==> src/xtea_block_decrypt_core_macros.svh <==
// ----------------------------------------------------------------------------
// xtea block decrypt assertion macros
// clocked assertion wrappers used by the xtea output skid buffer
// ----------------------------------------------------------------------------
`ifndef XTEA_BLOCK_DECRYPT_CORE_MACROS_SVH
`define XTEA_BLOCK_DECRYPT_CORE_MACROS_SVH

`ifndef SYNTH
// checked on every edge outside reset
`define XTBD_ASSERT(label, prop, msg) \
  label: assert property (@(posedge clk) disable iff (rst) prop) else $error(msg);
// checked on every edge, reset included
`define XTBD_ASSERT_ALWAYS(label, prop, msg) \
  label: assert property (@(posedge clk) prop) else $error(msg);
`else
`define XTBD_ASSERT(label, prop, msg)
`define XTBD_ASSERT_ALWAYS(label, prop, msg)
`endif

`endif

==> src/xtbd_pkg.sv <==
// ----------------------------------------------------------------------------
// xtea block decrypt package
// beat types, round constants and register indexes of the decrypt core
// ----------------------------------------------------------------------------
package xtbd_pkg;

  localparam logic [31:0] DELTA     = 32'h9E37_79B9;
  localparam logic [31:0] NEG_DELTA = 32'h61C8_8647;

  localparam int CFG_INDEX_W = 8;
  localparam int KEY_WORDS   = 4;

  localparam logic [CFG_INDEX_W-1:0] REG_KEY0 = 8'd0;
  localparam logic [CFG_INDEX_W-1:0] REG_KEY1 = 8'd1;
  localparam logic [CFG_INDEX_W-1:0] REG_KEY2 = 8'd2;
  localparam logic [CFG_INDEX_W-1:0] REG_KEY3 = 8'd3;

  typedef struct packed {
    logic [31:0] cipher_first;
    logic [31:0] cipher_second;
    logic        last_in;
  } in_beat_t;

  typedef struct packed {
    logic [31:0] plain_first;
    logic [31:0] plain_second;
    logic        last_out;
  } out_beat_t;

  // block halves as they travel down the chain
  typedef struct packed {
    logic [31:0] v0;
    logic [31:0] v1;
    logic        last;
  } stage_t;

endpackage

==> src/xtbd_cell.sv <==
// ----------------------------------------------------------------------------
// xtea half-round cell
// one registered half round: one half of the block minus the mixed other half
// ----------------------------------------------------------------------------
module xtbd_cell
  import xtbd_pkg::*;
#(
  parameter logic [31:0] SUM       = 32'h0000_0000,
  parameter bit          UPDATE_V0 = 1'b0
) (
  input  logic        clk,
  input  logic        rst,
  input  logic        adv,
  input  logic        in_valid,
  input  stage_t      in_stage,
  input  logic [31:0] key,
  output logic        out_valid,
  output stage_t      out_stage
);

  logic [31:0] src;
  logic [31:0] mixed;
  logic [31:0] term;
  stage_t      stage_next;

  always_comb begin
    src   = UPDATE_V0 ? in_stage.v1 : in_stage.v0;
    mixed = ((src << 4) ^ (src >> 5)) + src;
    term  = mixed ^ (SUM + key);
    stage_next = in_stage;
    if (UPDATE_V0) begin
      stage_next.v0 = in_stage.v0 - term;
    end else begin
      stage_next.v1 = in_stage.v1 - term;
    end
  end

  always_ff @(posedge clk) begin
    if (rst) begin
      out_valid <= 1'b0;
    end else if (adv) begin
      out_valid <= in_valid;
    end
  end

  always_ff @(posedge clk) begin
    if (adv) begin
      out_stage <= stage_next;
    end
  end

endmodule

==> config.mk <==
export PLATFORM = sky130hd
export DESIGN_NAME = xtbd_cell
export DESIGN_NICKNAME = d
export VERILOG_FILES = /design/src/xtea_block_decrypt_core_macros.svh /design/src/xtbd_pkg.sv /design/src/xtbd_cell.sv
export SDC_FILE = /design/constraint.sdc
export NUM_CORES = 1
export LEC_CHECK = 0
export BUFFER_PORTS_ARGS = -buffer_cell sky130_fd_sc_hd__buf_4
export CAP_MARGIN = 0
export CORE_UTILIZATION = 35
export DETAILED_ROUTE_END_ITERATION = 8
export PLACE_DENSITY = 0.59
export SLEW_MARGIN = 20
export SYNTH_ARGS = -nofsm -noshare
export SYNTH_HDL_FRONTEND = slang
export SYNTH_SLANG_ARGS = --single-unit
==> constraint.sdc <==
create_clock -name clk -period 8.2 [get_ports clk]
set_input_delay 0 -clock clk [delete_from_list [all_inputs] [get_ports clk]]
set_output_delay 0 -clock clk [all_outputs]
set_load 0.02 [all_outputs]
==> After elaboration in Yosys (flattened, before gate mapping) <==
Cells that the tools add are included.
{ "word_totals": {"regBits": 66} }
{ "classes": {"n_addsub": 2, "bitwise": 2} }
{ "op_table": {"columns": ["operator", "n"], "rows": [
  ["adder 32 bit", 1],
  ["subtractor 32 bit", 1],
  ["XOR 32 x 27 -> 32 bit", 1],
  ["XOR 32 bit", 1]
]} }

==> Longest topological paths before layout <==
Gate-level depths: netlist (run 1).
{ "logic_depth": {"depth_word": 4, "ltp_mapped": 21, "ltp_nobuf": 20} }

==> Worst setup path after synthesis (run 1) <==
OpenSTA, ideal clock, no wires.
{ "synth_path": {"path_type": "input -> register", "from": "input port in_stage[44] in the netlist's numbering", "to": "register out_stage[29] in the netlist's numbering (data pin)", "t_arrival_ns": 3.782, "t_required_ns": 7.938, "setup_slack_ns": 4.156, "cell_stages": 19, "path_buffers": 0, "cell_sequence": "xor2_1 > ha_1 > a21oi_1 > o211ai_1 > a221oi_2 > a31oi_1 > a221o_1 > a21o_1 > a21oi_1 > xnor2_1 > ha_1 > nand4_1 > nor2_1 > a22o_1 > o41ai_2 > a21boi_2 > o31ai_4 > mux2i_1 > nand3_1"} }
{ "synth_lines": {"columns": ["item", "line", "rtl"], "rows": [
  ["from (decl)", "xtbd_cell.sv:15", "input stage_t in_stage,"],
  ["to (signal assigned)", "xtbd_cell.sv:48", "out_stage <= stage_next;"],
  ["to (decl)", "xtbd_cell.sv:18", "output stage_t out_stage"]
]} }

==> results of run 1 <==
[area by class of cell]
type / instances / area [sq um] / area share (%)
clock buffer: 14 / 264 / 3.38
inverter: 25 / 93.8 / 1.20
multi-input combinational: 459 / 3580 / 45.8
clock inverter: 2 / 35.0 / 0.448
timing repair buffer: 201 / 1600 / 20.4
tap: 216 / 270 / 3.46
sequential: 66 / 1970 / 25.2
[routing by layer]
metal	global-route usage, %	vias to the layer above	wire [um]	share of wire, %
met5	0	-	0	0
met4	8.79	0	397	2.4
met3	3.06	23	732	4.5
met2	32.4	136	7690	47
met1	26.5	2293	7460	46
li1	-	2504	-	-
[through the flow]
stage | instance area, sq um | setup slack (ns) | instances
after floorplan | 5680 | 4.16 | 558
after global placement | 7160 | 3.61 | 932
after detailed placement | 7160 | 3.43 | 932
after CTS | 7810 | 3.24 | 983
after global routing | 7810 | 2.87 | 983
final | 7810 | 3.21 | 983
[timing repair]
item | CTS | global route
hold buffers | 35 | 0
setup buffers | 0 | 0
hold endpoints to repair | 34 | 0
[placed cells by master (no fill, tap or decap), drive strengths merged, types with 4 or more instances in the layout]
cell type and n:
buf 166, ha 66, xnor2 65, edfxtp 65, xor2 46, a21oi 44
dlygate4sd3 35, nand2 30, o21ai 27, inv 25, a21o 24, nor2 22
clkbuf 14, a31oi 12, o21bai 11, nor3 10, nand3 9, and3 8
nand4 8, nor2b 6, a21boi 6, nand2b 5, a211oi 5, o211ai 4
a221oi 4
[flip-flops by register name, summed over array words and instances, names as in the netlist]
signal,flops
out_valid,1
out_stage,65
[worst max-delay path: cells and delay by family]
kind	cells	cell delay, ns
multiplexers	1	0.21
AND/OR/NAND/NOR	3	0.38
buffers and inverters	2	0.70
adder cells (fa/ha/maj)	2	0.69
XOR/XNOR	2	0.34
AO/OA/AOI/OAI	11	2.76
[report_power, final]
group / switching (uW) / internal (uW)
clock network: 140 / 251
registers: 22.3 / 503
logic: 615 / 488
[logic make-up (layout without fill, tap and decap cells)]
family                   Yosys count  after routing  share of synthesized area, %
flip-flops                        66             66                          34.7
AND/OR/NAND/NOR                  110            110                          9.65
AO/OA/AOI/OAI                    168            168                          20.7
adder cells (fa/ha/maj)           68             68                          15.2
buffers and inverters             33            242                          2.20
XOR/XNOR                         111            111                          17.1
multiplexers                       2              2                         0.353
[path summary, 6_finish.rpt]
| path | endpoint | cells after the start | slack (ns) |
|---|---|---|---|
| min reg2reg | out_valid | 3 | 1.06 |
| min | out_stage[2] | 2 | 0.02 |
| max reg2reg | out_valid | 3 | 7.06 |
| max | out_stage[29] | 21 | 3.21 |
==> results.txt, run 1 <==
----------------------------------------------------
[Global routing]
  Number of global-route vias before repair ... between 4,000 and 5,000
  Global-route usage over all layers ... 20.0%
  Maximum number of pins on one net before global-route repair ... 67
  Global route total overflow ... 0
  Number of antenna violations at the first check in global routing ... 0
  Global-route wire length before repair ... roughly 25,000 um

[Timing]
  Worst hold-check slack ... roughly 0.018 ns
  Least-Margin Pin Slew ... 0.855 ns
  Count of endpoints failing setup in the final report ... 0
  Final clock period utilization by the worst path ... between 60% and 70%
  Relative max-transition margin ... about 43%
  Worst Skew ... 0 ns
  Setup repair after global routing missed its margin ... no
  Pins Over Slew Limit ... 0
  F_max ... 200 MHz
  Final hold viol count ... 0
  Final sum of negative setup slack ... 0 ns
  Clock period minus worst slack ... between 4 and 5 ns

[Final layout]
  Nets ... roughly 930
  Final-layout fill cell count ... around 1,500
  Diode count ... 0
  Fraction of layout cells with a size suffix above 1 ... 25.2%
  Share of the core filled with cells ... ~49%
  Area Overhead vs Synth ... 37.6%

[Placed design]
  Routability-driven placement congestion ratio ... 0.860
  Post-detailed-placement half-perimeter wirelength ... 13,100 um
  Buffers on Ports ... 166

[Clock tree]
  H-tree depth reported by CTS ... 3
  Clock latency of the later-clocked register in the worst-skew pair ... between 0.3 and 0.4 ns
  Clock buffer count from CTS ... 9
  Max clock buf depth ... 2
  Resized cells post-CTS ... 0
  Clock-pin slew on the worst setup and hold paths ... ~0.05 ns
  Clock tree sinks ... 66
  Root Buffer ... clkbuf_16
  TritonCTS clock tree ... built

[Synth]
  Syn Inst Count ... around 560
  Area contributors post-synth ... edfxtp_1, ha_1, xnor2_1
  Portion of the post-synthesis area used by sequential elements ... 34.7%
  Primary flip-flop cell chosen by synthesis mapping ... edfxtp_1
  Most common cell in the synthesized netlist ... ha_1
  Cell area after synthesis ... 5680 sq um
  Yosys cell types ... 63
  Number of nets in the synthesized netlist ... 727
  Post-synthesis sequential element count ... 66
  Number of enable-type register cells in the synthesized netlist ... between 60 and 70
  Post-synthesis cell type with the largest combined area ... edfxtp_1
  Fraction of synthesized cell area taken by the top area cell type ... 34.4%
  Avg Cell Area, Syn ... roughly 10 sq um
  Warnings from Yosys ... 0
  Leading cell types by count after synthesis ... ha_1, edfxtp_1, xnor2_1
  Share of flip-flops with an asynchronous set or reset after synthesis ... 0%

[Floorplan]
  Die span in y ... between 100 and 150 um
  Ports placed on the boundary ... between 150 and 200
  Die boundary width ... 129 um
  Area of the core ... approximately 16,000 sq um
  Die Footprint ... 16,700 sq um
  Initial standard-cell utilization of the core ... about 36%
  Number of rows in the core area ... 46

[Setup path]
  Kind of capture point of the worst setup path ... flop
  Max stage delay on crit path ... ~0.54 ns
  Ordered cell list for the critical path ... dlygate4sd3_1 > buf_4 > xor2_1 > ha_1 > a21oi_1 > o211ai_1 > a221oi_2 > a31oi_1 > a221o_1 > a21o_1 > a21oi_1 > xnor2_1 > ha_1 > nand4_1 > nor3_1 > a22o_1 > o41ai_2 > a21boi_2 > o31ai_4 > mux2i_1 > nand3_1
  Arr. time, crit path ... 5.08 ns
  Worst setup path startpoint ... in_stage[44]
  Critical-path maximum fanout ... 7
  Standard cell with the maximum stage delay on the critical path ... dlygate4sd3_1
  Critical Setup Path Class ... in -> reg
  WP data required ... 8.29 ns
  Beginning of the worst register-to-register path ... out_valid
  CP startpoint kind ... input pin

[Detailed routing]
  Overall routed net length ... roughly 16,000 um
  Average wire length per cell after detail routing ... 16.6 um
  Vias after detailed routing ... 4,956
  Antenna Violating Nets Remaining ... 0
  Number of iterations in the first detailed-routing pass ... 4
  DR vias/cell ... slightly above 5
  Residual DRC count ... 0
  Drt first-iter violations ... ~420

[Run]
  Number of violations of the max-capacitance limit ... 0

[Hold path]
  Worst hold path type ... in -> reg
  Startpoint of the most critical hold path ... in_stage[2]

[Run status]
  Result of the run ... complete, no violations

[Power]
  Leakage power figure ... roughly 0.0034 uW
  Overall power ... about 2000 uW
  Cell Pwr Density ... ~260 nW/um^2
  Peak supply drop ... approximately 0.10 mV

----------------------------------------------------
(Power assumes the default switching activity.)
==> run 2: changes to the inputs <==
Settings changed: ABC_AREA set to 1, PLACE_DENSITY 0.59 to 0.6.
Clock period 8.2 ns to 4.2 ns, I/O delays scaled along.
==> run 2 against run 1 <==
Compared with the run above:
- the flow now finishes with violations (DRC)
- die area up 15%
- count of clock-buffer cells in the layout fell by 5
- first-iteration DRC count is 28% lower
- largest power group unchanged
- sequential cell count did not move
- sequential power is 89% higher
- clock skew is the same
- register-to-register slack got worse by 4.0 ns
- design area up 12%
- total power is 95% higher
==> results.txt, run 2 <==
----------------------------------------------------
[Final layout]
  Max FFs per register ... 65 (unchanged)
  Combined flip-flop and latch cell area ... 1970 sq um (unchanged)
  Register containing the most flip-flops in the final layout ... out_stage
  Most common cell after layout, fill and taps aside ... nand2_1
  Final non-filler cell total ... 1,327 (+35%)
  Final-layout fill cell count ... 1,831 (+23%)
  Largest registers ... out_stage: 65 flops, out_valid: 1 flops
  Nets ... 1,262 (+36%)
  Diode count ... 0 (unchanged)
  Commonest cells after routing, fill and taps aside ... nand2_1, buf_4, inv_1
  Area Overhead vs Synth ... 33.0%
  Footprint of the multi-input gates ... 4170 sq um (+17%)
  Post-Layout Inst Area ... 8720 sq um (+12%)
  Fraction of layout cells with a size suffix above 1 ... 20.5% (-4.7 points)

[Setup path]
  Register-to-Register Setup Slack ... 3.07 ns (-3.99 ns)
  Arr. time, crit path ... 3.60 ns (-1.48 ns)
  Critical-path maximum fanout ... 6 (-1)
  Beginning of the worst register-to-register path ... out_valid
  Worst setup path startpoint ... in_stage[39]
  CP startpoint kind ... input pin
  R2R cell count ... 3 (unchanged)
  Capture instance of the worst register-to-register path ... out_valid
  Critical Setup Path Class ... in -> reg
  WP data required ... 4.29 ns (-4.00 ns)
  Kind of capture point of the worst setup path ... flop

[Timing]
  F_max ... 285 MHz
  Pins Over Slew Limit ... 0 (unchanged)
  Final sum of negative setup slack ... 0 ns (unchanged)
  Worst Skew ... 0 ns (unchanged)
  Final hold viol count ... 0 (unchanged)
  Final clock period utilization by the worst path ... 83.6%
  Relative max-transition margin ... 43.4% (+0.41 points)
  Clock period minus worst slack ... around 3.5 ns
  Least-Margin Pin Slew ... 0.849 ns (-0.00611 ns)
  Setup repair after global routing missed its margin ... no
  Count of endpoints failing setup in the final report ... 0 (unchanged)
  Min setup slack post-route ... 0.690 ns (-2.52 ns)

[Power]
  Peak supply drop ... 0.248 mV (+140%)
  Cell Pwr Density ... 453 nW/um^2 (+75%)
  Register share of total power ... 25.1% (-0.9 points)
  Clk pwr share ... 17.6% (-1.8 points)
  Internal power of the cells ... 2210 uW (+78%)
  Net Sw Frac ... 43.9% (+5.5 points)
  Combinational Power Share ... 57.3% (+2.7 points)
  Net switching power figure ... 1730 uW (+120%)
  Leakage power figure ... 0.00431 uW (+25%)

[Placed design]
  Routability-driven placement congestion ratio ... 0.925 (+7.6%)
  Setup slack after placement ... 0.892 ns (-2.54 ns)
  Buffers on Ports ... 166 (unchanged)
  Cell area reported after detailed placement ... 8090 sq um (+13%)
  Post-detailed-placement half-perimeter wirelength ... 16,600 um (+27%)
  Placed Instances ... 1,275 (+37%)

[Detailed routing]
  Number of iterations in the first detailed-routing pass ... 9 (+5)
  Vias after detailed routing ... 6,228 (+26%)
  Antenna Violating Nets Remaining ... 0 (unchanged)
  DR vias/cell ... 4.69 (-6.9%)
  Average wire length per cell after detail routing ... 15.1 um (-8.9%)
  Overall routed net length ... 20,000 um (+23%)
  Drt first-iter violations ... 306 (-28%)
  Residual DRC count ... 10 (+10)

[Clock tree]
  Root Buffer ... clkbuf_16
  Clock latency of the later-clocked register in the worst-skew pair ... 0.35 ns (about the same)
  Max clock buf depth ... 2 (unchanged)
  Clock tree sinks ... 66 (unchanged)
  Clock buffer count from CTS ... 9 (unchanged)
  TritonCTS clock tree ... built
  H-tree depth reported by CTS ... 3 (unchanged)
  Clock-pin slew on the worst setup and hold paths ... 0.05 ns (about the same)
  Resized cells post-CTS ... 0 (unchanged)
  Post-CTS Setup Inserts ... 0 (unchanged)

[Hold path]
  Startpoint of the most critical hold path ... in_stage[1]
  Worst hold path type ... in -> reg
  Worst hold path endpoint ... out_stage[1]
  WHS Path Cells ... 4 (+2)

[Run]
  Number of violations of the max-capacitance limit ... 0 (unchanged)

[Synth]
  Syn Inst Count ... 880 (+58%)
  Avg Cell Area, Syn ... 7.45 sq um (-27%)
  Leading cell types by count after synthesis ... nand2_1, inv_1, nor2_1
  Number of enable-type register cells in the synthesized netlist ... 65 (unchanged)
  Portion of the post-synthesis area used by sequential elements ... 30.1% (-4.6 points)
  Post-synthesis cell type with the largest combined area ... edfxtp_1
  Most common cell in the synthesized netlist ... nand2_1
  Primary flip-flop cell chosen by synthesis mapping ... edfxtp_1
  Yosys cell types ... 37 (-41%)
  Warnings from Yosys ... 0 (unchanged)
  Post-synthesis sequential element count ... 66 (unchanged)
  Share of flip-flops with an asynchronous set or reset after synthesis ... 0% (unchanged)
  Cell area after synthesis ... 6550 sq um (+15%)
  Number of nets in the synthesized netlist ... 1,049 (+44%)
  Area contributors post-synth ... edfxtp_1, nand2_1, ha_1
  Fraction of synthesized cell area taken by the top area cell type ... 29.8% (-4.6 points)

[Floorplan]
  Number of rows in the core area ... 49 (+6.5%)
  Area of the core ... 18,100 sq um (+14%)
  Initial standard-cell utilization of the core ... 36.1% (+0.37 points)
  Die span in y ... 139 um (+7.3%)
  Die Footprint ... 19,300 sq um (+15%)
  Die boundary width ... 139 um (+7.3%)
  Ports placed on the boundary ... 167 (unchanged)

[Global routing]
  Global-route wire length before repair ... 31,500 um (+25%)
  Number of antenna violations at the first check in global routing ... 0 (unchanged)
  Maximum number of pins on one net before global-route repair ... 67 (unchanged)
  Global-route usage over all layers ... 21.3% (+1.3 points)
  Number of global-route vias before repair ... 6,096 (+26%)
  Global route total overflow ... 0 (unchanged)

[Run status]
  Result of the run ... complete, but fails checks
  Violations in the final reports ... DRC

----------------------------------------------------
## run 2: changes by cell type after synthesis, moves of 7 or more
cell and delta:
nand2_1 +213, nand2_2 +21, a21o_1 -15, a31oi_1 -10, xor2_1 +21, xnor2_1 -42, nor2_1 +61, inv_1 +79
nand3_1 +38, a21oi_1 +16, clkbuf_1 -7, and3_1 -7
## run 2: cell type report
class | instances | area share, %
inverters | 109 | 4.69
clock buffers | 9 | 2.58
well taps | 229 | 3.29
flip-flops and latches | 66 | 22.6
repair buffers | 202 | 18.4
multi-input cells | 705 | 47.9
clock inverters | 7 | 0.531
## run 2: power groups by stage
stage                     Clock, uW  Sequential [uW]  Combinational (uW)
after detailed placement          0             1010                2230
final                           694              993                2260
after CTS                       715              996                2260
after global placement            0             1010                2210
after floorplan                   0             1220                1290
after global routing            742             1010                2510
## run 2: how the worst max path moves through the flow
| stage | cells after the start | endpoint |
|---|---|---|
| finish | 18 | out_stage[25] |
| detailed placement | 23 | out_stage[30] |
| floorplan | 22 | out_stage[30] |
| global placement | 23 | out_stage[30] |
| CTS | 24 | out_stage[30] |
| global route | 19 | out_stage[32] |
## run 2: repair_timing
item,4_1_cts,5_1_grt
hold endpoints to repair,35,0
endpoints found under the setup margin,0,0
hold buffers,36,0
## run 2: through the flow
stage / utilization (%) / hold slack [ns] / total power (uW)
finish: 48.0 / 0.129 / 3950
global route: 48.0 / 0.155 / 4270
CTS: 48.0 / 0.114 / 3970
detailed placement: 44.6 / 0.161 / 3240
global placement: 44.6 / 0.160 / 3220
floorplan: - / 0.0724 / 2500
## run 2: layer usage
metal  part of all wire (%)  GRT usage, %  wire length (um)
met1                     47          27.0              9370
met2                     47          36.8              9430
met3                    4.3          4.11               868
met4                    1.7          6.02               335
met5                      0             0                 0
## run 2: worst max-delay path, cell delays in order
cell           delay (ns)
dlygate4sd3_1        0.55
buf_4                0.18
xor2_1               0.21
ha_1                 0.31
a21oi_1              0.24
nand2_1              0.10
a21oi_1              0.17
nand2_2              0.13
nand2_2              0.08
nand2_2              0.06
xor2_1               0.16
ha_1                 0.37
a21oi_1              0.29
o21a_1               0.19
a21boi_0             0.31
nand3_1              0.12
nand2_1              0.07
nand2_1              0.06
## run 2: cells by family after synthesis
group | count (synthesis) | synth area share, %
simple gates | 435 | 28.5
fa+ha+maj | 68 | 13.2
buf+inv | 109 | 6.24
compound gates | 111 | 9.74
xor+xnor | 90 | 12.0
flops | 66 | 30.1
mux | 1 | 0.153
==> run 3: changes to the inputs <==
Settings changed: ABC_AREA 1 to 0, PLACE_DENSITY 0.6 to 0.61.
Clock period 4.2 ns to 3.15 ns, I/O delays scaled along.
==> run 3 against run 2 <==
Compared with the run above:
- the flow finishes with violations (setup timing)
- routed wire length fell by 0.75%
- utilization is 15 points higher
- worst setup slack lost 1.5 ns
- cell count decreased by 9.8%
- register-to-register slack got worse by 1.0 ns
- worst hold slack worse by 0.11 ns
- sequential power increased by 38%
- design area grew 14%
- total power is 73% higher
- sequential cell count unchanged
- critical path type unchanged
- largest power group unchanged
==> results.txt, run 3 (synthesis gave the netlist of run 1 again) <==
----------------------------------------------------
[Run status]
  Result of the run ... complete, but fails checks
  Violations in the final reports ... setup timing

[Clock tree]
  Clock-pin slew on the worst setup and hold paths ... 0.06 ns (about the same)
  H-tree depth reported by CTS ... 3 (unchanged)
  Max clock buf depth ... 2 (unchanged)
  Clock latency of the later-clocked register in the worst-skew pair ... 0.35 ns (about the same)
  TritonCTS clock tree ... built
  Clock tree sinks ... 66 (unchanged)
  Root Buffer ... clkbuf_16
  Clock buffer count from CTS ... 9 (unchanged)

[Timing]
  Final clock period utilization by the worst path ... 127%
  Clock period minus worst slack ... 3.99 ns
  Setup repair after global routing missed its margin ... yes
  Count of endpoints failing setup in the final report ... 21 (+21)
  Worst hold-check slack ... 0.0220 ns (-0.107 ns)
  Worst Skew ... 0 ns (unchanged)
  Final hold viol count ... 0 (unchanged)
  Min setup slack post-route ... -0.842 ns (-1.53 ns)
  Least-Margin Pin Slew ... 0.888 ns (+0.0390 ns)
  Relative max-transition margin ... 40.8% (-2.6 points)
  Final sum of negative setup slack ... -10.31 ns (-10.31 ns)
  F_max ... approximately 250 MHz
  Pins Over Slew Limit ... 0 (unchanged)

[Setup path]
  CP dominant cell by count ... a21oi_2
  Standard cell with the maximum stage delay on the critical path ... o41ai_4
  Arr. time, crit path ... 4.08 ns (+0.48 ns)
  Critical-path maximum fanout ... 4 (-2)
  Critical Setup Path Class ... in -> reg
  CP startpoint kind ... input pin
  WP data required ... 3.24 ns (-1.05 ns)
  Kind of capture point of the worst setup path ... flop
  Max stage delay on crit path ... 0.44 ns (-0.11 ns)
  Ordered cell list for the critical path ... buf_8 > xor2_4 > ha_4 > a21oi_2 > o211ai_1 > a221oi_2 > a31oi_2 > a221o_1 > a21o_1 > a21oi_2 > xnor2_1 > ha_1 > nand4_1 > nor2_1 > a22o_1 > o41ai_4 > a21boi_2 > o31ai_4 > mux2i_1 > nand3_1

[Global routing]
  Global route total overflow ... 0 (unchanged)
  Global-route wire length before repair ... 29,900 um (-5.2%)
  Global-route usage over all layers ... 23.5% (+2.2 points)
  Met3 layer usage reported by global route ... 3.47% (-0.64 points)
  Number of global-route vias before repair ... 5,976 (-2.0%)
  GR Layer Usage met2 ... 38.2% (+1.5 points)
  GR peak layer ... met2
  Number of antenna violations at the first check in global routing ... 0 (unchanged)
  Maximum number of pins on one net before global-route repair ... 67 (unchanged)
  GR Layer Usage met1 ... 30.5% (+3.4 points)

[Power]
  Register share of total power ... 20.1% (-5.0 points)
  Overall power ... 6820 uW (+73%)
  Cell Pwr Density ... 685 nW/um^2 (+51%)
  Combinational Power Share ... 60.8% (+3.5 points)
  Peak supply drop ... 0.304 mV (+23%)
  Leakage power figure ... 0.00463 uW (+7.3%)
  Clk pwr share ... 19.1% (+1.5 points)
  Net switching power figure ... 2460 uW (+42%)
  Internal power of the cells ... 4360 uW (+97%)
  Net Sw Frac ... 36.1% (-7.9 points)

[Detailed routing]
  Average wire length per cell after detail routing ... 16.6 um (+10%)
  Residual DRC count ... 0 (-10)
  DR vias/cell ... 4.93 (+5.0%)
  Drt first-iter violations ... 360 (+18%)
  Number of iterations in the first detailed-routing pass ... 4 (-5)
  Antenna Violating Nets Remaining ... 0 (unchanged)
  Overall routed net length ... 19,900 um (-0.75%)
  Vias after detailed routing ... 5,901 (-5.3%)

[Final layout]
  Largest registers ... out_stage: 65 flops, out_valid: 1 flops
  Most common cell after layout, fill and taps aside ... buf_4
  Nets ... 1,145 (-9.3%)
  Max FFs per register ... 65 (unchanged)
  Diode count ... 0 (unchanged)
  Area Overhead vs Synth ... 75.5%
  Fraction of layout cells with a size suffix above 1 ... 47.3% (+27 points)
  Register containing the most flip-flops in the final layout ... out_stage
  Final non-filler cell total ... 1,197 (-9.8%)
  Commonest cells after routing, fill and taps aside ... buf_4, edfxtp_1, xnor2_1
  Final-layout fill cell count ... 1,322 (-28%)

[Floorplan]
  Initial standard-cell utilization of the core ... 35.7% (-0.37 points)
  Ports placed on the boundary ... 167 (unchanged)
  Die Footprint ... 16,700 sq um (-13%)
  Area of the core ... 15,900 sq um (-12%)
  Number of rows in the core area ... 46 (-6.1%)
  Die span in y ... 129 um (-6.8%)
  Die boundary width ... 129 um (-6.8%)

[Run]
  Number of violations of the max-capacitance limit ... 0 (unchanged)

[Placed design]
  Routability-driven placement congestion ratio ... 0.884 (-4.4%)
  Buffers on Ports ... 166 (unchanged)
  Post-detailed-placement half-perimeter wirelength ... 15,100 um (-8.5%)
  Setup slack after placement ... -1.32 ns (-2.22 ns)
  Placed Instances ... 1,124 (-12%)

[Hold path]
  Worst hold path type ... in -> reg

----------------------------------------------------
==> run 3: changes by cell type in the layout (fill, tap and decap cells not counted), sizes merged, moves of 16 or more <==
cell / before / now
inv: 109 / 25
xnor2: 23 / 65
xor2: 67 / 46
nand2: 266 / 30
buf: 166 / 380
nor2: 89 / 22
nand3: 48 / 9
a21oi: 60 / 44
==> run 3: repair_timing <==
item | in CTS | in global routing
hold buffers | 35 | 0
setup buffers | 9 | 17
resized for setup | 32 | 46
hold endpoints to repair | 34 | 0
pin swaps | 16 | 13
setup endpoints to repair | 21 | 22
==> run 3: power by group through the flow <==
stage	logic, uW	registers (uW)	clock network [uW]
after floorplan	1670	1700	0
after global placement	3540	1380	0
after detailed placement	3630	1390	0
after CTS	3840	1380	1340
after global routing	4450	1400	1360
final	4150	1370	1310
==> run 3: routing by layer <==
layer	wire length, um	part of all wire, %	vias up
li1	-	-	2928
met1	8740	44	2757
met2	9610	48	167
met3	709	3.6	49
met4	789	4.0	0
met5	0	0	-
==> run 3: layout make-up <==
cell class                      instances  area, sq um  share of cell area, %
Timing Repair Buffer                  415         3270                   32.8
Clock buffer                           12          267                   2.67
Sequential cell                        66         1970                   19.8
Inverter                               25         93.8                  0.942
Multi-Input combinational cell        459         3970                   39.9
Tap cell                              216          270                   2.71
Clock inverter                          4          120                   1.21
==> run 3: path summary, 6_finish.rpt <==
check               startpoint             to  slack, ns  depth (start not counted)
setup / recovery  in_stage[42]  out_stage[29]      -0.84                         20
setup reg to reg     out_valid      out_valid       2.03                          3
hold / removal     in_stage[2]   out_stage[2]       0.02                          2
hold reg to reg      out_valid      out_valid       1.03                          3
==> run 3: critical path: cells and delay by family <==
kind            cells  cell delay, ns
buf+inv             1            0.11
xor+xnor            2            0.37
fa+ha+maj           2            0.55
simple gates        3            0.31
mux                 1            0.22
compound gates     11            2.52
==> run 3: metrics by stage <==
step | utilization, % | cell area, sq um
finish | 62.7 | 9970
global route | 62.7 | 9970
CTS | 60.5 | 9620
detailed placement | 54.5 | 8660
global placement | 54.5 | 8660
floorplan | - | 5730
