$ cat config.mk
export PLATFORM = sky130hd
export DESIGN_NAME = xtbd_skid
export DESIGN_NICKNAME = d
export VERILOG_FILES = /design/src/xtbd_pkg.sv /design/src/xtbd_skid.sv
export VERILOG_INCLUDE_DIRS = /design/src /design/src/src
export SDC_FILE = /design/constraint.sdc
export NUM_CORES = 1
export LEC_CHECK = 0
export BUFFER_PORTS_ARGS = -buffer_cell sky130_fd_sc_hd__clkbuf_2
export CORE_MARGIN = 1.5
export CORE_UTILIZATION = 49
export CTS_CLUSTER_DIAMETER = 150
export CTS_CLUSTER_SIZE = 40
export DETAILED_ROUTE_END_ITERATION = 8
export HOLD_SLACK_MARGIN = 0.15
export PLACE_DENSITY = 0.86
export SLEW_MARGIN = 20
export SYNTH_ARGS = -nofsm -noshare
export SYNTH_HDL_FRONTEND = slang
export SYNTH_SLANG_ARGS = --single-unit
$ cat constraint.sdc
create_clock -name clk -period 7.2 [get_ports clk]
set_input_delay 0.72 -clock clk [delete_from_list [all_inputs] [get_ports clk]]
set_output_delay 0.72 -clock clk [all_outputs]
set_load 0.05 [all_outputs]
$ cat src/xtea_block_decrypt_core_macros.svh
// ----------------------------------------------------------------------------
// xtea block decrypt assertion macros
// clocked assertion wrappers used by the xtea output skid buffer
// ----------------------------------------------------------------------------
`ifndef XTEA_BLOCK_DECRYPT_CORE_MACROS_SVH
`define XTEA_BLOCK_DECRYPT_CORE_MACROS_SVH

`ifndef SYNTH
// checked on every edge outside reset
`define XTBD_ASSERT(label, prop, msg) \
  label: assert property (@(posedge clk) disable iff (rst) prop) else $error(msg);
// checked on every edge, reset included
`define XTBD_ASSERT_ALWAYS(label, prop, msg) \
  label: assert property (@(posedge clk) prop) else $error(msg);
`else
`define XTBD_ASSERT(label, prop, msg)
`define XTBD_ASSERT_ALWAYS(label, prop, msg)
`endif

`endif

$ cat src/xtbd_pkg.sv
// ----------------------------------------------------------------------------
// xtea block decrypt package
// beat types, round constants and register indexes of the decrypt core
// ----------------------------------------------------------------------------
package xtbd_pkg;

  localparam logic [31:0] DELTA     = 32'h9E37_79B9;
  localparam logic [31:0] NEG_DELTA = 32'h61C8_8647;

  localparam int CFG_INDEX_W = 8;
  localparam int KEY_WORDS   = 4;

  localparam logic [CFG_INDEX_W-1:0] REG_KEY0 = 8'd0;
  localparam logic [CFG_INDEX_W-1:0] REG_KEY1 = 8'd1;
  localparam logic [CFG_INDEX_W-1:0] REG_KEY2 = 8'd2;
  localparam logic [CFG_INDEX_W-1:0] REG_KEY3 = 8'd3;

  typedef struct packed {
    logic [31:0] cipher_first;
    logic [31:0] cipher_second;
    logic        last_in;
  } in_beat_t;

  typedef struct packed {
    logic [31:0] plain_first;
    logic [31:0] plain_second;
    logic        last_out;
  } out_beat_t;

  // block halves as they travel down the chain
  typedef struct packed {
    logic [31:0] v0;
    logic [31:0] v1;
    logic        last;
  } stage_t;

endpackage

$ cat src/xtbd_skid.sv
// ----------------------------------------------------------------------------
// xtea output skid buffer
// two-entry result queue between the round chain and the output channel
// ----------------------------------------------------------------------------
`include "xtea_block_decrypt_core_macros.svh"

module xtbd_skid
  import xtbd_pkg::*;
(
  input  logic      clk,
  input  logic      rst,
  input  logic      push,
  input  out_beat_t push_data,
  output logic      full,
  output logic      out_valid,
  input  logic      out_ready,
  output out_beat_t out_data
);

  out_beat_t   entry [2];
  logic        wr_ptr;
  logic        rd_ptr;
  logic [1:0]  cnt;
  logic [1:0]  cnt_next;
  logic        pop;

  assign pop       = out_valid && out_ready;
  assign full      = (cnt == 2'd2);
  assign out_valid = (cnt != 2'd0);
  assign out_data  = entry[rd_ptr];

  always_comb begin
    cnt_next = cnt;
    if (push && !pop) begin
      cnt_next = cnt + 2'd1;
    end else if (pop && !push) begin
      cnt_next = cnt - 2'd1;
    end
  end

  always_ff @(posedge clk) begin
    if (rst) begin
      cnt    <= 2'd0;
      wr_ptr <= 1'b0;
      rd_ptr <= 1'b0;
    end else begin
      cnt <= cnt_next;
      if (push) begin
        wr_ptr <= ~wr_ptr;
      end
      if (pop) begin
        rd_ptr <= ~rd_ptr;
      end
    end
  end

  always_ff @(posedge clk) begin
    if (push) begin
      entry[wr_ptr] <= push_data;
    end
  end

  `XTBD_ASSERT(a_no_push_when_full, push |-> !full, "result pushed into a full skid buffer")
  `XTBD_ASSERT(a_full_holds, (full && !pop) |=> full, "skid buffer lost a result while stalled")
  `XTBD_ASSERT(a_first_result_shown, (!out_valid && push) |=> (out_valid && (out_data == $past(push_data))), "pushed result not shown at head")

endmodule

== Word level (Yosys, flattened, before mapping) ==
Memories as Yosys holds them, arrays and structs flattened. A register that Yosys moved wholly into a read port is not among the register bits.
Cells that the tools add are included.

* Register bits after elaboration: 4
* Bits in writable memories: 130
* Bits of input ports: 69
* Logic and storage cells: 22
* Memories: 1

* $add $sub $neg: 2
* Eq/ne operators: 1
* Multiplexer cells: 6
* Bitwise gates (word level): 2
* Reductions and logical operators: 7

{| class="wikitable"
|+ Memories
! name !! words !! width !! rd ports !! clocked after Yosys merged registers in !! wr ports !! RTL line !! source
|-
| entry || 2 || 65 || 1 || 1 || 1 || xtbd_skid.sv:20 || <nowiki>out_beat_t entry [2];</nowiki>
|}

{| class="wikitable"
|+ Operators by type and width
! cell !! count
|-
| 1-bit two-way mux || 4
|-
| 2-bit two-way mux || 2
|-
| 2-bit nonzero test || 2
|-
| 1-bit logical AND || 3
|-
| 2-bit by 1-bit adder with 2-bit output (second input constant) || 1
|-
| 2-bit == test (second input constant) || 1
|-
| 1-bit zero test || 2
|-
| 1-bit inverter || 2
|-
| 2-bit by 1-bit subtractor with 2-bit output (second input constant) || 1
|}

== Depth between registers and ports, before layout ==
Gate-level depths: netlist of the first run.

* Word-level depth: 5
* Mapped depth: 5
* Depth with buffers taken out: 5

== Least setup slack after synthesis of the first run ==
OpenSTA, ideal clock, no wires.

* Kind: input port to flip-flop
* From: input push
* To: memory entry[0][0] in the netlist's numbering, enable pin
* Setup time: 0.496 ns
* Arrival: 3.577 ns
* Path slack: 3.127 ns
* Cell stages on the path: 1
* Buffers on the path: 0
* Cells stage by stage: nor2b_1

* Cells in the longest elaborated chain, start to end: 2

{| class="wikitable"
|+ Ends and longest elaborated chain
! what !! RTL line !! source
|-
| start, declared || xtbd_skid.sv:12 || <nowiki>input logic push,</nowiki>
|-
| 1-bit two-way mux || xtbd_skid.sv:58 || <nowiki>if (push) begin</nowiki>
|-
| 1-bit two-way mux (implied by the code) || xtbd_skid.sv:59 || <nowiki>entry[wr_ptr] <= push_data;</nowiki>
|-
| end, declared || xtbd_skid.sv:20 ||
|}

Every way passes these cells.

==> impl_table.tex, run 1 <==
\begin{tabular}{lr}
\hline
Metric & Value \\
\hline
\multicolumn{2}{l}{\textbf{Worst setup path}} \\
CP max-delay cell & sky130\_fd\_sc\_hd\_\_dfxtp\_2 \\
Required time at the endpoint of the critical path & 6480 ps \\
Cell family with most CP delay & flip-flops \\
Worst Path Arrival & 2500 ps \\
Critical-path cell list & buf\_4, mux2\_2, clkbuf\_2 \\
Critical Setup Path Class & flop to output pin \\
Maximum single-stage delay on the critical path & 780 ps \\
Buf+Inv Stages, Crit Path & 2 \\
Worst-path fanout max & 36 \\
Critical path startpoint category & flop \\
Kind of end point of the critical path & output pin \\
\multicolumn{2}{l}{\textbf{Synth}} \\
Top-area cell type share of the netlist area & 79.41\% \\
Synth cell types & 17 \\
Register bit count reported by yosys & 135 \\
Synthesized Nets & 294 \\
Synth area leader & sky130\_fd\_sc\_hd\_\_edfxtp\_1 \\
Warnings from Yosys & 0 \\
Top flip-flop cell by instance count after synthesis & sky130\_fd\_sc\_hd\_\_edfxtp\_1 \\
Post-synthesis async set-or-reset flop share & 0\% \\
Instance count of the mapped netlist & 224 \\
Seq/Total Area, Yosys & 81.45\% \\
Dominant cells by area after synthesis & sky130\_fd\_sc\_hd\_\_edfxtp\_1, sky130\_fd\_sc\_hd\_\_mux2\_2, sky130\_fd\_sc\_hd\_\_dfxtp\_1, sky130\_fd\_sc\_hd\_\_buf\_6, sky130\_fd\_sc\_hd\_\_xor2\_1 \\
Area of the mapped netlist & 0.004916 mm\^{}2 \\
Post-synth EDFFs & 130 \\
List of most frequent post-synthesis cells & sky130\_fd\_sc\_hd\_\_edfxtp\_1, sky130\_fd\_sc\_hd\_\_mux2\_2, sky130\_fd\_sc\_hd\_\_buf\_6, sky130\_fd\_sc\_hd\_\_dfxtp\_1, sky130\_fd\_sc\_hd\_\_nor2\_1 \\
Post-Synthesis Mean Instance Area & 21.95 um\^{}2 \\
Count leader, synth & sky130\_fd\_sc\_hd\_\_edfxtp\_1 \\
\multicolumn{2}{l}{\textbf{Finish}} \\
Final-stage net count & 444 \\
Count of inserted antenna diode cells & 0 \\
Final standard cell utilization of the core & 65.21\% \\
Area delta synth->final & 29.65\% \\
Final non-filler cell area & 0.006374 mm\^{}2 \\
Area occupied by multi-input gates & 852.1 um\^{}2 \\
Number of filler instances in the final layout & 713 \\
Non-filler cells, final & 520 \\
Area taken by flip-flops and latches & 0.004005 mm\^{}2 \\
Share of final-layout standard cells stronger than drive strength 1 & 61.76\% \\
\multicolumn{2}{l}{\textbf{GRT}} \\
First-pass GRT wire length & 12,100 um \\
Largest net degree at the start of global routing & 66 \\
Vias in the first global route & 2,601 \\
Congestion Overflow GR & 0 \\
Antenna violations before repair & 0 \\
Global router's overall resource usage & 16.06\% \\
\multicolumn{2}{l}{\textbf{Routing}} \\
Number of remaining DRC errors & 0 \\
Routed length per instance & 15.92 um \\
Via count & 2,531 \\
Drt pass-1 iters & 4 \\
DR vias/cell & 4.867 \\
Antenna Nets Post-Route & 0 \\
Iter 0 DRT Violations & 101 \\
Total routed wirelength & 8277 um \\
\multicolumn{2}{l}{\textbf{Floorplanning}} \\
Width of the die & 103.2 um \\
Die footprint & 0.01064 mm\^{}2 \\
Initial Util & 50.29\% \\
Placeable core region & 0.009774 mm\^{}2 \\
Number of I/O pins & 136 \\
Placement Rows & 36 \\
Die Y-Extent & 103.2 um \\
\multicolumn{2}{l}{\textbf{Timing}} \\
RSZ-0062 raised after global routing & no \\
Clock Skew & 3.993 ps \\
Total negative setup slack & 0 ps \\
FMAX & 0.3102 GHz \\
Final worst path period need & 3224 ps \\
Worst hold slack & 400.3 ps \\
Period Utilization, post-route & 44.78\% \\
Max-slew headroom at the worst pin & 34.23\% \\
Finish-stage setup viols & 0 \\
Measured slew at the worst slew-check pin & 984.4 ps \\
Number of max-slew violations in the final report & 0 \\
Hold violation total from the final report & 0 \\
\multicolumn{2}{l}{\textbf{Placed design}} \\
Placed cell count & 488 \\
Instance area after placement & 0.005722 mm\^{}2 \\
DPL Wire Length & 5254 um \\
RD Place Congestion & 0.6974 \\
Total of buffers placed on input and output ports & 135 \\
\multicolumn{2}{l}{\textbf{Status}} \\
Result of the run & finished, final reports clean \\
\multicolumn{2}{l}{\textbf{Power and ir drop}} \\
Leakage dissipation & 2.448 nW \\
Largest voltage drop on the vdd net & 232.0 uV \\
Pwr Density & 414.7 mW/mm\^{}2 \\
\multicolumn{2}{l}{\textbf{Clock tree}} \\
H-Tree Level Count & 4 \\
CTS Root Cell & sky130\_fd\_sc\_hd\_\_clkbuf\_8 \\
Total CTS buffers & 17 \\
Clock net sink count & 135 \\
\# resized after CTS & 0 \\
Clk pin slew, worst setup/hold paths & 60 ps \\
Post-CTS setup-driven buffer insertion count & 0 \\
Number of buffers inserted for hold repair after clock tree synthesis & 0 \\
Clock Tree Buf Depth & 2 \\
Clock tree from TritonCTS & yes \\
Skew-Pair Late Insertion Delay & 500 ps \\
\multicolumn{2}{l}{\textbf{Flow run}} \\
Number of max-cap violations & 0 \\
\multicolumn{2}{l}{\textbf{Hold path}} \\
Hold WC Path Type & input port to flop \\
\hline
\end{tabular}
[registers in the layout, indices dropped and copies added (netlist names), named ones only]
name / count
entry: 130
cnt: 2
rd_ptr: 1
wr_ptr: 1
[metrics by stage]
stage                     worst slack [ps]  power, mW
final                                 3976      2.643
after global routing                  3813      2.737
after CTS                             3901      2.672
after detailed placement              4454      1.739
after global placement                4481      1.728
after floorplan                       3127      1.606
[area by class of cell]
cell class	instances	area share [%]
clock inverters	12	3.082
clock buffers	20	7.146
repair buffers	138	10.95
well taps	133	2.611
flip-flops and latches	135	62.84
multi-input cells	82	13.37
[cells in the final DEF, fill, tap and decap left out]
cell                           n
sky130_fd_sc_hd__a21oi_1       1
sky130_fd_sc_hd__and2_2        1
sky130_fd_sc_hd__and2b_2       1
sky130_fd_sc_hd__buf_4         3
sky130_fd_sc_hd__bufinv_16     5
sky130_fd_sc_hd__clkbuf_16    16
sky130_fd_sc_hd__clkbuf_2    135
sky130_fd_sc_hd__clkbuf_8      4
sky130_fd_sc_hd__clkinv_1      1
sky130_fd_sc_hd__clkinv_2      2
sky130_fd_sc_hd__clkinv_4      1
sky130_fd_sc_hd__clkinvlp_4    2
sky130_fd_sc_hd__dfxtp_1       4
sky130_fd_sc_hd__dfxtp_2       1
sky130_fd_sc_hd__edfxtp_1    130
sky130_fd_sc_hd__ha_1          1
sky130_fd_sc_hd__inv_6         1
sky130_fd_sc_hd__mux2_2       65
sky130_fd_sc_hd__nor2_1        4
sky130_fd_sc_hd__nor2b_4       1
sky130_fd_sc_hd__o21ai_0       2
sky130_fd_sc_hd__or2_2         1
sky130_fd_sc_hd__or3_1         1
sky130_fd_sc_hd__xnor2_1       1
sky130_fd_sc_hd__xor2_1        3
[metal layers]
metal	global-route usage, %	wire (um)
met1	17.21	3277
met2	28.39	4481
met5	0	0
met4	6.861	47
met3	6.102	472
[power by group]
group	switching (mW)	internal, mW
registers	0.0435	0.925
logic	0.528	0.219
clock network	0.304	0.624
[worst paths after layout]
kind | start | end | slack (ps) | depth (start not counted)
max reg2reg | wr_ptr$_SDFFE_PP0P_ | entry[0][25]$_DFFE_PP_ | 5160 | 2
max | flop | out_data[23] | 3980 | 3
min | push_data[61] | entry[1][61]$_DFFE_PP_ | 400 | 1
min reg2reg | rd_ptr$_SDFFE_PP0P_ | rd_ptr$_SDFFE_PP0P_ | 500 | 2
[cell families after synthesis]
family / after synthesis / share of synthesized area (%)
AOI/OAI and AO/OA: 3 / 0.3053
xor gates and xnor gates: 4 / 0.7128
adders and majority gates: 1 / 0.2545
buffers and inverters: 7 / 1.400
DFF: 135 / 81.45
muxes: 65 / 14.89
and+or+nand+nor: 9 / 0.9929
[worst register-to-register path, cell delays in order (launching register included)]
cell,delay [ps]
sky130_fd_sc_hd__dfxtp_1,350
sky130_fd_sc_hd__nor2b_4,780
sky130_fd_sc_hd__buf_4,560
Power figures use the tool's default switching activity.
==> run 2, diff against run 1 <==
==> constraint.sdc (replaced) <==
create_clock -name clk -period 3 [get_ports clk]
set_input_delay 0.3 -clock clk [delete_from_list [all_inputs] [get_ports clk]]
set_output_delay 0.3 -clock clk [all_outputs]
set_load 0.05 [all_outputs]
==> run 2 against run 1 <==
Against the previous run:
- sequential share of layout area is 5.1 points lower
- clock skew is 2.3 ps higher
- largest cell class unchanged
- highest routed layer unchanged
- wire length is 11% higher
- via count is 10% higher
- design area is 8.8% higher
- final cell count is 13% higher
- sequential cell count stayed put
- critical endpoint is now out_data[35]
- first-iteration DRC count is 2.0% higher
==> impl_table.tex, run 2 (synthesis results as in run 1) <==
\begin{tabular}{lr}
\hline
Metric & Value \\
\hline
\multicolumn{2}{l}{\textbf{Finish}} \\
Most common library cell in the layout ignoring fill and taps & sky130\_fd\_sc\_hd\_\_clkbuf\_2 \\
Count of inserted antenna diode cells & 0 (unchanged) \\
Top reg by flops & entry \\
Area taken by flip-flops and latches & 0.004005 mm\^{}2 (unchanged) \\
Area occupied by multi-input gates & 852.1 um\^{}2 (unchanged) \\
Most frequent cells in the layout & sky130\_fd\_sc\_hd\_\_clkbuf\_2, sky130\_fd\_sc\_hd\_\_edfxtp\_1, sky130\_fd\_sc\_hd\_\_dlygate4sd3\_1, sky130\_fd\_sc\_hd\_\_mux2\_2, sky130\_fd\_sc\_hd\_\_clkbuf\_16 \\
Area delta synth->final & 41.00\% \\
Largest regs & entry: 130 flops, cnt: 2 flops \\
Number of filler instances in the final layout & 613 (-14\%) \\
Final standard cell utilization of the core & 70.92\% (+5.7 points) \\
Share of final-layout standard cells stronger than drive strength 1 & 51.75\% (-10 points) \\
Max reg flops & 130 (unchanged) \\
Final-stage net count & 513 (+16\%) \\
\multicolumn{2}{l}{\textbf{Worst setup path}} \\
Critical Setup Path Class & flop to output pin \\
Critical-path cell list & buf\_4, mux2\_2, clkbuf\_2 \\
Worst Path Arrival & 1930 ps (-570 ps) \\
CP max-delay cell & sky130\_fd\_sc\_hd\_\_mux2\_2 \\
Kind of end point of the critical path & output pin \\
Required time at the endpoint of the critical path & 2700 ps (-3780 ps) \\
Slack of the worst reg-to-reg path & 1270 ps (-3890 ps) \\
Worst-path fanout max & 37 (+2.8\%) \\
Maximum single-stage delay on the critical path & 410 ps (-370 ps) \\
Critical path startpoint category & flop \\
\multicolumn{2}{l}{\textbf{Power and ir drop}} \\
Largest voltage drop on the vdd net & 596.3 uV (+160\%) \\
Pwr Density & 864.1 mW/mm\^{}2 (+110\%) \\
Leakage dissipation & 2.678 nW (+9.4\%) \\
\multicolumn{2}{l}{\textbf{Timing}} \\
Measured slew at the worst slew-check pin & 751.3 ps (-233.1 ps) \\
Clock Skew & 6.306 ps (+2.313 ps) \\
Max-slew headroom at the worst pin & 49.91\% (+16 points) \\
Period Utilization, post-route & 74.38\% \\
Total negative setup slack & 0 ps (unchanged) \\
Finish-stage setup viols & 0 (unchanged) \\
Hold violation total from the final report & 0 (unchanged) \\
FMAX & 0.4481 GHz \\
Final worst path period need & 2232 ps \\
RSZ-0062 raised after global routing & no \\
Number of max-slew violations in the final report & 0 (unchanged) \\
\multicolumn{2}{l}{\textbf{Routing}} \\
Iter 0 DRT Violations & 103 (+2.0\%) \\
Drt pass-1 iters & 4 (unchanged) \\
DR vias/cell & 4.725 (-2.9\%) \\
Number of remaining DRC errors & 0 (unchanged) \\
Routed length per instance & 15.53 um (-2.4\%) \\
Total routed wirelength & 9150 um (+11\%) \\
Via count & 2,783 (+10\%) \\
Antenna Nets Post-Route & 0 (unchanged) \\
\multicolumn{2}{l}{\textbf{GRT}} \\
Antenna violations before repair & 0 (unchanged) \\
Largest net degree at the start of global routing & 38 (-42\%) \\
Congestion Overflow GR & 0 (unchanged) \\
Vias in the first global route & 2,836 (+9.0\%) \\
Global router's overall resource usage & 17.98\% (+1.9 points) \\
First-pass GRT wire length & 13,580 um (+12\%) \\
\multicolumn{2}{l}{\textbf{Placed design}} \\
Total of buffers placed on input and output ports & 135 (unchanged) \\
RD Place Congestion & 0.7005 (+0.44\%) \\
DPL Wire Length & 5316 um (+1.2\%) \\
\multicolumn{2}{l}{\textbf{Clock tree}} \\
Clock net sink count & 135 (unchanged) \\
Clock Tree Buf Depth & 2 (unchanged) \\
H-Tree Level Count & 4 (unchanged) \\
CTS Root Cell & sky130\_fd\_sc\_hd\_\_clkbuf\_8 \\
Clock tree from TritonCTS & yes \\
Total CTS buffers & 17 (unchanged) \\
\# resized after CTS & 0 (unchanged) \\
Skew-Pair Late Insertion Delay & 510 ps (about the same) \\
Clk pin slew, worst setup/hold paths & 50 ps (about the same) \\
\multicolumn{2}{l}{\textbf{Floorplanning}} \\
Placement Rows & 36 (unchanged) \\
Number of I/O pins & 136 (unchanged) \\
Placeable core region & 0.009774 mm\^{}2 (unchanged) \\
Die Y-Extent & 103.2 um (unchanged) \\
Width of the die & 103.2 um (unchanged) \\
Initial Util & 50.29\% (unchanged) \\
Die footprint & 0.01064 mm\^{}2 (unchanged) \\
\multicolumn{2}{l}{\textbf{Status}} \\
Result of the run & finished, final reports clean \\
\multicolumn{2}{l}{\textbf{Hold path}} \\
Hold WC Path Type & input port to flop \\
\multicolumn{2}{l}{\textbf{Flow run}} \\
Number of max-cap violations & 0 (unchanged) \\
\hline
\end{tabular}
## run 2: worst paths after layout
| check | startpoint | endpoint | cells after the start |
|---|---|---|---|
| min reg2reg | rd_ptr$_SDFFE_PP0P_ | rd_ptr$_SDFFE_PP0P_ | 2 |
| max | flop | out_data[35] | 3 |
| min | out_ready | rd_ptr$_SDFFE_PP0P_ | 4 |
| max reg2reg | wr_ptr$_SDFFE_PP0P_ | entry[1][40]$_DFFE_PP_ | 2 |
## run 2: critical path: cells and delay by family (launching register included)
family | cells | cell delay [ps]
buf+inv | 2 | 640
flops | 1 | 330
mux | 1 | 410
## run 2: layout make-up
cell class / instances / share of cell area (%)
timing repair buffer: 207 / 20.14
clock inverter: 12 / 1.245
tap: 133 / 2.401
clock buffer: 20 / 6.137
multi-input combinational: 82 / 12.29
sequential: 135 / 57.78
## run 2: metal layers
metal	share of wire, %	GRT usage, %	wire length [um]
met4	1.3	7.484	123
met3	7.1	6.915	649
met5	0	0	0
met1	38	19.78	3465
met2	54	31.28	4911
## run 2: stage by stage
stage	cell area, um^2	instances	setup WS (ps)	total power, mW	hold WS (ps)
after CTS	6932	589	728.8	6.029	216.5
after floorplan	4918	224	546.2	3.853	369.1
after global placement	5749	490	1272	4.152	490.2
after global routing	6932	589	662.9	6.227	255.2
after detailed placement	5749	490	1223	4.181	492.6
final	6932	589	768.5	5.990	229.9
## run 2: repair_timing
| item | 4_1_cts | 5_1_grt |
|---|---|---|
| endpoints found under the hold margin | 135 | 0 |
| hold buffers | 67 | 0 |
| buffers inserted | 0 | 0 |
## run 2: power by group
part           switching, mW  internal [mW]  total (mW)
sequential            0.0473           2.22        2.27
clock                  0.701           1.08        1.78
combinational           1.35          0.593        1.95
==> run 3, diff against run 2 <==
--- a/config.mk
+++ b/config.mk
@@ -6,14 +6,15 @@
 export SDC_FILE = /design/constraint.sdc
 export NUM_CORES = 1
 export LEC_CHECK = 0
+export ABC_AREA = 1
 export BUFFER_PORTS_ARGS = -buffer_cell sky130_fd_sc_hd__clkbuf_2
 export CORE_MARGIN = 1.5
-export CORE_UTILIZATION = 49
+export CORE_UTILIZATION = 47
 export CTS_CLUSTER_DIAMETER = 150
 export CTS_CLUSTER_SIZE = 40
 export DETAILED_ROUTE_END_ITERATION = 8
 export HOLD_SLACK_MARGIN = 0.15
-export PLACE_DENSITY = 0.86
+export PLACE_DENSITY = 0.85
 export SLEW_MARGIN = 20
 export SYNTH_ARGS = -nofsm -noshare
 export SYNTH_HDL_FRONTEND = slang
==> constraint.sdc (replaced) <==
create_clock -name clk -period 2.05 [get_ports clk]
set_input_delay 0.205 -clock clk [delete_from_list [all_inputs] [get_ports clk]]
set_output_delay 0.205 -clock clk [all_outputs]
set_load 0.05 [all_outputs]
==> run 3 against run 2 <==
Against the previous run:
- via count rose by 5.6%
- die area rose by 8.5%
- count of clock-buffer cells in the layout fell by 3
- synthesized cell count rose by 5.8%
- sequential cell count did not move
- power rose by 31%
- largest power group unchanged
- hold slack improved by 200 ps
- design area rose by 4.9%
- sequential share of layout area fell by 2.7 points
- combinational power fell by 19%
- core utilization fell by 1.4 points
==> impl_table.tex, run 3 <==
\begin{tabular}{lr}
\hline
Metric & Value \\
\hline
\multicolumn{2}{l}{\textbf{Status}} \\
Result of the run & finished, final reports clean \\
\multicolumn{2}{l}{\textbf{Power and ir drop}} \\
Logic gate share of total power & 20.0\% (-13 points) \\
Share of total power in sequential cells & 41.4\% (+3.6 points) \\
Pwr Density & 1077 mW/mm\^{}2 (+25\%) \\
Proportion of total power due to net switching & 27.23\% (-7.8 points) \\
Leakage dissipation & 2.934 nW (+9.5\%) \\
Largest voltage drop on the vdd net & 707.0 uV (+19\%) \\
Internal portion of total power & 5.700 mW (+47\%) \\
Power share of the clock group & 38.6\% (+8.9 points) \\
Reported net switching power & 2.133 mW (+1.5\%) \\
\multicolumn{2}{l}{\textbf{Clock tree}} \\
\# resized after CTS & 0 (unchanged) \\
Clk pin slew, worst setup/hold paths & 50 ps (about the same) \\
Total CTS buffers & 17 (unchanged) \\
Clock net sink count & 135 (unchanged) \\
Clock tree from TritonCTS & yes \\
H-Tree Level Count & 4 (unchanged) \\
Skew-Pair Late Insertion Delay & 500 ps (about the same) \\
Clock Tree Buf Depth & 2 (unchanged) \\
CTS Root Cell & sky130\_fd\_sc\_hd\_\_clkbuf\_8 \\
Post-CTS setup-driven buffer insertion count & 0 (unchanged) \\
\multicolumn{2}{l}{\textbf{Timing}} \\
Max-slew headroom at the worst pin & 67.38\% (+17 points) \\
Finish-stage setup viols & 0 (unchanged) \\
Clock Skew & 7.613 ps (+1.307 ps) \\
Period Utilization, post-route & 97.55\% \\
Measured slew at the worst slew-check pin & 489.3 ps (-262.0 ps) \\
Hold violation total from the final report & 0 (unchanged) \\
Final worst path period need & 2000 ps \\
FMAX & 0.5001 GHz \\
Number of max-slew violations in the final report & 0 (unchanged) \\
Post-route worst setup slack & 50.27 ps (-718.2 ps) \\
RSZ-0062 raised after global routing & yes \\
\multicolumn{2}{l}{\textbf{Finish}} \\
Area delta synth->final & 41.85\% \\
Final-stage net count & 530 (+3.3\%) \\
Largest regs & entry: 130 flops, cnt: 2 flops \\
Max reg flops & 130 (unchanged) \\
Final standard cell utilization of the core & 69.52\% (-1.4 points) \\
Share of final-layout standard cells stronger than drive strength 1 & 50.32\% (-1.4 points) \\
Number of filler instances in the final layout & 672 (+9.6\%) \\
Most frequent cells in the layout & sky130\_fd\_sc\_hd\_\_clkbuf\_2, sky130\_fd\_sc\_hd\_\_edfxtp\_1, sky130\_fd\_sc\_hd\_\_dlygate4sd3\_1, sky130\_fd\_sc\_hd\_\_mux2\_4, sky130\_fd\_sc\_hd\_\_clkbuf\_16 \\
Count of inserted antenna diode cells & 0 (unchanged) \\
Most common library cell in the layout ignoring fill and taps & sky130\_fd\_sc\_hd\_\_clkbuf\_2 \\
Top reg by flops & entry \\
\multicolumn{2}{l}{\textbf{GRT}} \\
Antenna violations before repair & 0 (unchanged) \\
Global router's overall resource usage & 17.89\% (-0.086 points) \\
First-pass GRT wire length & 15,240 um (+12\%) \\
Largest net degree at the start of global routing & 47 (+24\%) \\
Vias in the first global route & 3,142 (+11\%) \\
Congestion Overflow GR & 0 (unchanged) \\
\multicolumn{2}{l}{\textbf{Hold path}} \\
Hold WC Path Type & input port to flop \\
\multicolumn{2}{l}{\textbf{Routing}} \\
Drt pass-1 iters & 4 (unchanged) \\
Number of remaining DRC errors & 0 (unchanged) \\
Antenna Nets Post-Route & 0 (unchanged) \\
Iter 0 DRT Violations & 98 (-4.9\%) \\
Via count & 2,940 (+5.6\%) \\
DR vias/cell & 4.828 (+2.2\%) \\
Total routed wirelength & 9852 um (+7.7\%) \\
Routed length per instance & 16.18 um (+4.1\%) \\
\multicolumn{2}{l}{\textbf{Synth}} \\
Count leader, synth & sky130\_fd\_sc\_hd\_\_edfxtp\_1 \\
Fraction of the mapped netlist area in compound gates & 0.2928\% (-0.013 points) \\
Simple-gate share of the synthesized area & 1.440\% (+0.45 points) \\
Warnings from Yosys & 0 (unchanged) \\
Register bit count reported by yosys & 135 (unchanged) \\
Fraction of synthesized area in multiplexers & 17.94\% (+3.0 points) \\
Adder-cell share of the synthesized area & 0.2440\% (-0.010 points) \\
Main combinational cell family by area after synthesis & multiplexers \\
Synth cell types & 15 (-2) \\
Dominant cells by area after synthesis & sky130\_fd\_sc\_hd\_\_edfxtp\_1, sky130\_fd\_sc\_hd\_\_mux2\_4, sky130\_fd\_sc\_hd\_\_mux2\_2, sky130\_fd\_sc\_hd\_\_dfxtp\_1, sky130\_fd\_sc\_hd\_\_buf\_6 \\
Xor-xnor portion of the synthesized cell area & 0\% (-0.71 points) \\
Synth area leader & sky130\_fd\_sc\_hd\_\_edfxtp\_1 \\
Seq/Total Area, Yosys & 78.09\% (-3.4 points) \\
Area of the mapped netlist & 0.005127 mm\^{}2 (+4.3\%) \\
Instance count of the mapped netlist & 237 (+5.8\%) \\
List of most frequent post-synthesis cells & sky130\_fd\_sc\_hd\_\_edfxtp\_1, sky130\_fd\_sc\_hd\_\_mux2\_4, sky130\_fd\_sc\_hd\_\_mux2\_2 \\
Top flip-flop cell by instance count after synthesis & sky130\_fd\_sc\_hd\_\_edfxtp\_1 \\
Post-synth EDFFs & 130 (unchanged) \\
Post-synthesis async set-or-reset flop share & 0\% (unchanged) \\
Synthesized Nets & 307 (+4.4\%) \\
Top-area cell type share of the netlist area & 76.13\% (-3.3 points) \\
Post-Synthesis Mean Instance Area & 21.63 um\^{}2 (-1.4\%) \\
\multicolumn{2}{l}{\textbf{Floorplanning}} \\
Placeable core region & 0.01046 mm\^{}2 (+7.0\%) \\
Number of I/O pins & 136 (unchanged) \\
Die footprint & 0.01155 mm\^{}2 (+8.5\%) \\
Placement Rows & 37 (+2.8\%) \\
Initial Util & 49.01\% (-1.3 points) \\
Die Y-Extent & 107.5 um (+4.2\%) \\
Width of the die & 107.5 um (+4.2\%) \\
\multicolumn{2}{l}{\textbf{Worst setup path}} \\
Required time at the endpoint of the critical path & 1850 ps (-850 ps) \\
Critical Setup Path Class & flop to output pin \\
Critical path startpoint category & flop \\
Cell family with most CP delay & buffers and inverters \\
Kind of end point of the critical path & output pin \\
Worst Path Arrival & 1790 ps (-140 ps) \\
Maximum single-stage delay on the critical path & 380 ps (-30 ps) \\
Buf+Inv Stages, Crit Path & 2 (unchanged) \\
Critical-path cell list & buf\_4, mux2\_2, clkbuf\_2 \\
CP max-delay cell & sky130\_fd\_sc\_hd\_\_mux2\_2 \\
Worst-path fanout max & 19 (-49\%) \\
\multicolumn{2}{l}{\textbf{Placed design}} \\
Pre-CTS setup slack & 551.0 ps (-672.0 ps) \\
Total of buffers placed on input and output ports & 135 (unchanged) \\
RD Place Congestion & 0.7373 (+5.3\%) \\
DPL Wire Length & 5633 um (+6.0\%) \\
\multicolumn{2}{l}{\textbf{Flow run}} \\
Number of max-cap violations & 0 (unchanged) \\
\hline
\end{tabular}
## run 3: cell count changes after synthesis, sizes merged, moves of 2 or more
cell	change
inv	+8
nand2	+8
xor2	-3
nand3	+2
nor2	+2
## run 3: per-stage QoR
stage | setup TNS [ps] | instance area, um^2 | hold WS (ps) | instances | total power [mW]
finish | 0 | 7273 | 434.1 | 609 | 7.832
global route | -246.3 | 7273 | 416.8 | 609 | 8.083
CTS | 0 | 7273 | 404.1 | 609 | 7.870
detailed placement | 0 | 5973 | 398.3 | 507 | 4.744
global placement | 0 | 5973 | 395.3 | 507 | 4.714
floorplan | 0 | 5139 | 284.3 | 237 | 4.452
## run 3: layout make-up
cell class / instances / area [um^2] / share of cell area (%)
Sequential cell: 135 / 4008 / 55.10
Timing Repair Buffer: 211 / 1434 / 19.71
Multi-Input combinational cell: 87 / 1028 / 14.14
Clock buffer: 17 / 414.1 / 5.694
Clock inverter: 15 / 185.2 / 2.546
Tap cell: 136 / 170.2 / 2.340
Inverter: 8 / 33.78 / 0.4645
## run 3: worst paths after layout
kind / from / end / slack (ps) / cells past startpoint
worst max-delay path: flop / out_data[1] / 50 / 3
worst min-delay path: push_data[10] / entry[0][10]$_DFFE_PP_ / 430 / 2
worst max register to register: cnt[0]$_SDFFE_PP0P_ / cnt[0]$_SDFFE_PP0P_ / 300 / 6
worst min register to register: rd_ptr$_SDFFE_PP0P_ / rd_ptr$_SDFFE_PP0P_ / 530 / 2
## run 3: cell families (layout without fill, tap and decap cells)
kind of cell	after synthesis	after routing
adder cells (fa/ha/maj)	1	1
flip-flops	135	135
AND/OR/NAND/NOR	18	18
buffers and inverters	15	251
multiplexers	65	65
AO/OA/AOI/OAI	3	3
## run 3: worst reg2reg max path: cells and delay by family (launching register included)
kind,cells,cell delay (ps)
flip-flops,1,370
AND/OR/NAND/NOR,2,210
buffers and inverters,2,680
adder cells (fa/ha/maj),1,290
AO/OA/AOI/OAI,1,120
## run 3: routing by layer
layer	up-vias	track usage, %	wire (um)
li1	1362	-	-
met5	-	0	0
met2	118	31.85	5370
met4	0	8.083	218
met1	1438	19.53	3731
met3	22	5.508	531
## run 3: timing repair
| action | 4_1_cts | 5_1_grt |
|---|---|---|
| setup endpoints to repair | 0 | 19 |
| endpoints found under the hold margin | 135 | 0 |
| hold buffers | 70 | 0 |
## run 3: power by group through the flow
| stage | Combinational, mW | Sequential, mW | Clock, mW |
|---|---|---|---|
| after global routing | 1.64 | 3.26 | 3.18 |
| after global placement | 1.42 | 3.29 | 0 |
| after floorplan | 1.16 | 3.29 | 0 |
| after CTS | 1.56 | 3.25 | 3.07 |
| after detailed placement | 1.44 | 3.30 | 0 |
| final | 1.57 | 3.25 | 3.02 |
